**src/hdl/rbst_pkg.sv**
```systemverilog
// Package: widths, register map and defaults for the ray box-pair slab test.
package rbst_pkg;

  // Default number format (signed fixed point)
  localparam int COORD_WIDTH   = 32;
  localparam int FRACTION_BITS = 16;

  // Fixed field widths on the ports
  localparam int PAIR_W = 64;
  localparam int VAL_W  = 32;

  // Configuration port
  localparam int NUM_REGS = 6;
  localparam int APB_AW   = 5;
  localparam int APB_DW   = 32;

  typedef enum logic [2:0] {
    REG_ORIGIN_X = 3'd0,
    REG_ORIGIN_Y = 3'd1,
    REG_ORIGIN_Z = 3'd2,
    REG_DIR_X    = 3'd3,
    REG_DIR_Y    = 3'd4,
    REG_DIR_Z    = 3'd5
  } rbst_reg_e;

endpackage

```
**src/hdl/rbst_out_if.sv**
```systemverilog
// Interface: result channel with hit flags, entry distances and visit order.
interface rbst_out_if;
  logic                              valid;
  logic                              ready;
  logic                              hit_first;
  logic                              hit_second;
  logic signed [rbst_pkg::VAL_W-1:0] entry_first;
  logic signed [rbst_pkg::VAL_W-1:0] entry_second;
  logic                              visit_second_first;

  modport source (output valid, hit_first, hit_second, entry_first, entry_second,
                  visit_second_first, input ready);
  modport sink   (input valid, hit_first, hit_second, entry_first, entry_second,
                  visit_second_first, output ready);
endinterface

```
**src/hdl/rbst_merge.sv**
```systemverilog
// Merge stage: limit check, visit order and the output register.
module rbst_merge #(
  parameter int CW = rbst_pkg::COORD_WIDTH
) (
  input  logic                 clk_i,
  input  logic                 rst_ni,
  input  logic                 last_v_i,
  input  logic signed [CW-1:0] entry0_i,
  input  logic                 ok0_i,
  input  logic signed [CW-1:0] entry1_i,
  input  logic                 ok1_i,
  input  logic signed [CW-1:0] limit_i,
  output logic                 en_o,
  rbst_out_if.source           out_if
);

  logic out_v_q;
  logic load;
  logic h0;
  logic h1;

  // output register takes a new result when empty or being taken
  assign load = !out_v_q || out_if.ready;
  assign en_o = load || !last_v_i;

  assign h0 = ok0_i && (entry0_i < limit_i);
  assign h1 = ok1_i && (entry1_i < limit_i);

  always_ff @(posedge clk_i or negedge rst_ni) begin
    if (!rst_ni) begin
      out_v_q <= 1'b0;
    end else if (load) begin
      out_v_q <= last_v_i;
    end
  end

  always_ff @(posedge clk_i) begin
    if (load && last_v_i) begin
      out_if.hit_first          <= h0;
      out_if.hit_second         <= h1;
      out_if.entry_first        <= rbst_pkg::VAL_W'(entry0_i);
      out_if.entry_second       <= rbst_pkg::VAL_W'(entry1_i);
      out_if.visit_second_first <= h1 && (!h0 || !(entry0_i < entry1_i));
    end
  end

  assign out_if.valid = out_v_q;

endmodule

```
**src/flat_wrapper.sv**
```systemverilog
// flat-port wrapper written by rule: the top's interface ports become plain ports
module rbst_merge_flat 
#(
  parameter int CW = rbst_pkg::COORD_WIDTH
)
  (clk_i, rst_ni, last_v_i, entry0_i, ok0_i, entry1_i, ok1_i, limit_i, en_o, out_if_valid, out_if_hit_first, out_if_hit_second, out_if_entry_first, out_if_entry_second, out_if_visit_second_first, out_if_ready);
  rbst_out_if out_if_i ();
  input  logic clk_i;
  input  logic rst_ni;
  input  logic last_v_i;
  input  logic signed [CW-1:0] entry0_i;
  input  logic ok0_i;
  input  logic signed [CW-1:0] entry1_i;
  input  logic ok1_i;
  input  logic signed [CW-1:0] limit_i;
  output logic en_o;
  output wire logic [$bits(out_if_i.valid)-1:0] out_if_valid;
  output wire logic [$bits(out_if_i.hit_first)-1:0] out_if_hit_first;
  output wire logic [$bits(out_if_i.hit_second)-1:0] out_if_hit_second;
  output wire logic [$bits(out_if_i.entry_first)-1:0] out_if_entry_first;
  output wire logic [$bits(out_if_i.entry_second)-1:0] out_if_entry_second;
  output wire logic [$bits(out_if_i.visit_second_first)-1:0] out_if_visit_second_first;
  input wire logic [$bits(out_if_i.ready)-1:0] out_if_ready;
  assign out_if_valid = out_if_i.valid;
  assign out_if_hit_first = out_if_i.hit_first;
  assign out_if_hit_second = out_if_i.hit_second;
  assign out_if_entry_first = out_if_i.entry_first;
  assign out_if_entry_second = out_if_i.entry_second;
  assign out_if_visit_second_first = out_if_i.visit_second_first;
  assign out_if_i.ready = out_if_ready;
  rbst_merge #(.CW(CW)) u_core (.clk_i(clk_i), .rst_ni(rst_ni), .last_v_i(last_v_i), .entry0_i(entry0_i), .ok0_i(ok0_i), .entry1_i(entry1_i), .ok1_i(ok1_i), .limit_i(limit_i), .en_o(en_o), .out_if(out_if_i));
endmodule
```
**config.mk**
```make
export PLATFORM = sky130hd
export DESIGN_NAME = rbst_merge_flat
export DESIGN_NICKNAME = d
export VERILOG_FILES = /design/src/hdl/rbst_pkg.sv /design/src/hdl/rbst_out_if.sv /design/src/hdl/rbst_merge.sv /design/src/flat_wrapper.sv
export SDC_FILE = /design/constraint.sdc
export NUM_CORES = 1
export LEC_CHECK = 0
export BUFFER_PORTS_ARGS = -buffer_cell sky130_fd_sc_hd__buf_2
export CAP_MARGIN = 20
export CORE_MARGIN = 1
export CORE_UTILIZATION = 49
export CTS_CLUSTER_SIZE = 24
export DETAILED_ROUTE_END_ITERATION = 8
export PLACE_DENSITY = 0.86
export SETUP_SLACK_MARGIN = 0.5
export SLEW_MARGIN = 20
export SYNTH_ARGS = -nofsm -noshare
export SYNTH_HDL_FRONTEND = slang
export SYNTH_SLANG_ARGS = --single-unit
```
**constraint.sdc**
```tcl
create_clock -name clk_i -period 3.5 [get_ports clk_i]
set_input_delay 0 -clock clk_i [delete_from_list [all_inputs] [get_ports clk_i]]
set_output_delay 0 -clock clk_i [all_outputs]
set_load 0.02 [all_outputs]
```
==> results.md <==
Outcome:
- The run finished with clean final reports.

GRT:
- In the global route stage, overall resource usage came out at 0.269.
- The number of antenna violations at the first check in global routing is 0.
- The number of global-route vias before repair is 4143.
- The maximum number of pins on one net before global-route repair is 37.
- The total global routing overflow is 0.
- The wire length of the first global-routing pass is 18500 um.

Power and ir drop:
- VDD sags by at most 0.000243 V.
- The cell leakage power is 0.00316 uW.
- Power spread over the standard cell area amounts to 367 mW/mm^2.
- The power after layout is 2290 uW.

Placement:
- The global placement routability congestion is 0.873.
- The half-perimeter wire length after placement is 8780 um.
- During placement, the flow inserted port buffers numbering 170.

STA:
- Setup violations remaining at the end of the flow were counted as 0.
- Based on the critical path, the design can be clocked at up to 457 MHz.
- The worst-margin pin slew is 0.470 ns.
- The number of hold-slack violations in the final timing report is 0.
- The hold slack is 0.0479 ns.
- The number of pins with negative max-slew slack in the final report is 0.
- Measured against its own limit, the worst slew margin works out to 0.687.
- Setup repair after global routing left no endpoint under its margin.
- The period utilization is 0.625.
- The worst path in the final design needs a cycle of 2.19 ns, including I/O delays and setup.
- Across the routed clock network, the largest skew measured is 0.00796 ns.
- The final sum of negative setup slack is 0 ns.

Critical path:
- Along the worst path, the maximum fanout reaches 3.
- The register-to-register path setup slack is 2.04 ns.
- Data on the critical path arrives at its endpoint at 2.27 ns.
- The worst setup path is of the input port to flop kind.
- The critical-path cell with the highest stage delay is sky130_fd_sc_hd__dlygate4sd3_1.
- The endpoint class of the critical path is a flop.
- STA classifies the critical path startpoint as an input port.
- The count of cells along the worst register-to-register path is 3.
- Traced cell by cell, the critical path runs through dlygate4sd3_1 -> buf_2 -> ha_1 -> a21oi_1 -> o21ai_0 -> a221o_1 -> a31oi_1 -> o21ai_1 -> mux2i_1 -> a211oi_1.
- STA puts the critical path data required time at 3.58 ns.
- The largest single stage delay on the critical path is 0.54 ns.
- The reg-to-reg critical path startpoint is u_core.out_if.valid$_DFFE_PN0N_.
- In this run the worst setup path begins at entry0_i[11].
- The endpoint identified for the worst register-to-register timing path is u_core.out_if.entry_first[29]$_DFFE_PP_.

Synth:
- The synthesized netlist occupies a cell area of 0.00432 sq mm.
- The register area share after synthesis is 0.471.
- After synthesis, the most frequently instantiated cells are sky130_fd_sc_hd__ha_1, sky130_fd_sc_hd__edfxtp_1, sky130_fd_sc_hd__inv_1.
- In the synthesized netlist the dominant register cell turns out to be sky130_fd_sc_hd__edfxtp_1.
- Synthesis produced a netlist with a net count of 568.
- In this run, synthesis inferred 67 flip-flops with an integrated enable.
- Of all cell types, the one taking the most synthesized area is sky130_fd_sc_hd__edfxtp_1.
- The fraction of registers with async set or reset after synthesis is 0.0147.
- The total of flip-flops plus latches after synthesis is 68.
- The mean post-synth cell area is 11.6 sq um.
- The count of yosys warnings during synthesis is 0.
- The number of different library cells used by synthesis comes to 31.
- The area share of the largest cell type after synthesis is 0.465.
- The cell count after synthesis came out at 373.
- Ranked by total cell area, the synthesized netlist is headed by sky130_fd_sc_hd__edfxtp_1, sky130_fd_sc_hd__ha_1, sky130_fd_sc_hd__inv_1.
- The dominant cell by count in the synthesized netlist is sky130_fd_sc_hd__ha_1.

Cells and area:
- The diode insertion count for antenna repair is 0.
- After filler insertion, the fill cell instance count of the layout stands at 554.
- The area growth from synthesis to final layout is 44.6%.
- The fraction of final layout cells with drive strength greater than 1 is 0.304.
- At the end of the flow, the number of nets in the layout was 819.

Min path:
- The worst hold path terminates at u_core.out_if.hit_second$_DFFE_PP_.
- The start point of the worst min-delay path is ok1_i.
- The path class of the tightest hold or removal check is input port to flop.
- The worst hold path was traced through 3 stages.

Routing:
- The detailed-route DRC error count is 0.
- The number of vias in the routed layout is 3886.
- In this run the remaining antenna-violating nets after routing total 0.
- In the final routed layout, each cell accounts on average for 16.1 um.
- Wires add up to 11800 um.
- The violation count after the first detailed-route iteration is 80.
- Dividing the detail-routed via count by the number of cells gives 5.29.
- The number of iterations in the first detailed-routing pass is 4.

Clock network:
- The clock input transition at the sequential cells of the worst setup and hold paths is 0.07 ns.
- The cell sitting at the root of the clock tree is a sky130_fd_sc_hd__clkbuf_8.
- CTS built an H-tree with a depth of 3.
- The post-CTS setup buffer count is 0.
- The CTS tree is done.
- The clock drives 68 sinks.
- The longest clock path from root to sink contains 2 buffers.
- The number of buffers created by CTS is 9.
- The clock latency on the worst-skew pair is 0.34 ns.

Flow run:
- Across the run, the number of max-cap violations was 0.

Die:
- The starting density of the core is 0.516.
- The floorplan die area is 0.00920 sq mm.
- The number of placement rows is 33.
- In this run the vertical extent of the chip is 95.9 um.
- The die extent in x is 95.9 um.
- 171 I/O pins were placed.
- The floorplan core area is 0.00838 sq mm.
==> layout make-up <==
| type | instances | area (sq um) | share of cell area |
|---|---|---|---|
| tap | 105 | 131 | 0.0210 |
| inverter | 62 | 233 | 0.0372 |
| clock buffer | 10 | 138 | 0.0220 |
| clock inverter | 6 | 111 | 0.0178 |
| timing repair buffer | 240 | 1550 | 0.247 |
| multi-input combinational | 243 | 2050 | 0.329 |
| sequential | 68 | 2040 | 0.326 |
==> critical path, delay by kind of cell <==
family / cells / cell delay [ns]
AO/OA/AOI/OAI: 6 / 1.07
adder cells (fa/ha/maj): 1 / 0.31
buffers and inverters: 2 / 0.68
multiplexers: 1 / 0.21
==> layer usage <==
metal,global-route usage,up-vias,wire (um)
met4,0.109,0,310
met1,0.274,1795,4430
met2,0.524,177,6290
met3,0.0592,30,784
met5,0,-,0
li1,-,1884,-
==> state kept, by name, indices dropped and copies added (netlist names) <==
name / cells
u_core.out_if.entry_first: 32
u_core.out_if.entry_second: 32
u_core.out_if.hit_first: 1
u_core.out_if.hit_second: 1
u_core.out_if.valid: 1
u_core.out_if.visit_second_first: 1
==> cell usage in the layout (no fill, tap or decap), types with 2 or more instances in the layout <==
| cell type | Yosys | layout |
|---|---|---|
| sky130_fd_sc_hd__o21ai_0 | 7 | 7 |
| sky130_fd_sc_hd__nor2b_1 | 2 | 2 |
| sky130_fd_sc_hd__dlygate4sd3_1 | 0 | 68 |
| sky130_fd_sc_hd__a21o_1 | 21 | 21 |
| sky130_fd_sc_hd__nor3_1 | 3 | 3 |
| sky130_fd_sc_hd__inv_1 | 62 | 62 |
| sky130_fd_sc_hd__nand3b_1 | 2 | 2 |
| sky130_fd_sc_hd__nor2_1 | 12 | 12 |
| sky130_fd_sc_hd__a21oi_1 | 30 | 30 |
| sky130_fd_sc_hd__buf_4 | 0 | 2 |
| sky130_fd_sc_hd__nand4_1 | 13 | 13 |
| sky130_fd_sc_hd__buf_2 | 0 | 170 |
| sky130_fd_sc_hd__a221o_1 | 3 | 3 |
| sky130_fd_sc_hd__and4_1 | 3 | 3 |
| sky130_fd_sc_hd__edfxtp_1 | 67 | 67 |
| sky130_fd_sc_hd__a211oi_1 | 3 | 3 |
| sky130_fd_sc_hd__o21ai_1 | 3 | 3 |
| sky130_fd_sc_hd__nand2b_1 | 6 | 6 |
| sky130_fd_sc_hd__nand3_1 | 5 | 5 |
| sky130_fd_sc_hd__clkbuf_8 | 0 | 10 |
| sky130_fd_sc_hd__a31oi_1 | 4 | 4 |
| sky130_fd_sc_hd__o21a_1 | 2 | 2 |
| sky130_fd_sc_hd__nand2_1 | 21 | 21 |
| sky130_fd_sc_hd__bufinv_16 | 0 | 3 |
| sky130_fd_sc_hd__ha_1 | 93 | 93 |
==> timing repair <==
| item | CTS | global route |
|---|---|---|
| hold endpoints to repair | 66 | 0 |
| hold buffers | 68 | 0 |
| resized for setup | 0 | 0 |
==> power breakdown <==
part	leakage (uW)	switching (uW)	internal, uW
clock network	0.000122	311	493
registers	0.000650	11.5	949
logic	0.00239	289	239
total	0.00316	611	1680
==> metrics by stage <==
step | setup WS [ns] | area, sq um | utilization | instances
3_5_place_dp | 1.55 | 5320 | 0.635 | 650
5_1_grt | 1.17 | 6250 | 0.746 | 734
6_report | 1.31 | 6250 | 0.746 | 734
2_1_floorplan | 0.918 | 4320 | - | 373
3_3_place_gp | 1.61 | 5320 | 0.635 | 650
4_1_cts | 1.34 | 6250 | 0.746 | 734
==> how the worst max path moves through the flow <==
stage | end | slack, ns | cells past startpoint
floorplan | u_core.out_if.entry_first[0]$_DFFE_PP_ | 0.92 | 2
global placement | u_core.out_if.visit_second_first$_DFFE_PP_ | 1.61 | 9
detailed placement | u_core.out_if.visit_second_first$_DFFE_PP_ | 1.55 | 9
CTS | u_core.out_if.visit_second_first$_DFFE_PP_ | 1.34 | 10
global route | u_core.out_if.visit_second_first$_DFFE_PP_ | 1.17 | 10
finish | u_core.out_if.visit_second_first$_DFFE_PP_ | 1.31 | 10
==> cell families (layout without fill, tap and decap cells) <==
logic type	Yosys count	in the layout	synth area share
simple gates	71	71	0.0857
compound gates	78	78	0.118
buf+inv	62	318	0.0538
fa+ha+maj	93	93	0.269
flops	68	68	0.471
mux	1	1	0.00232
Note: power is estimated with default switching activity, not from simulation.
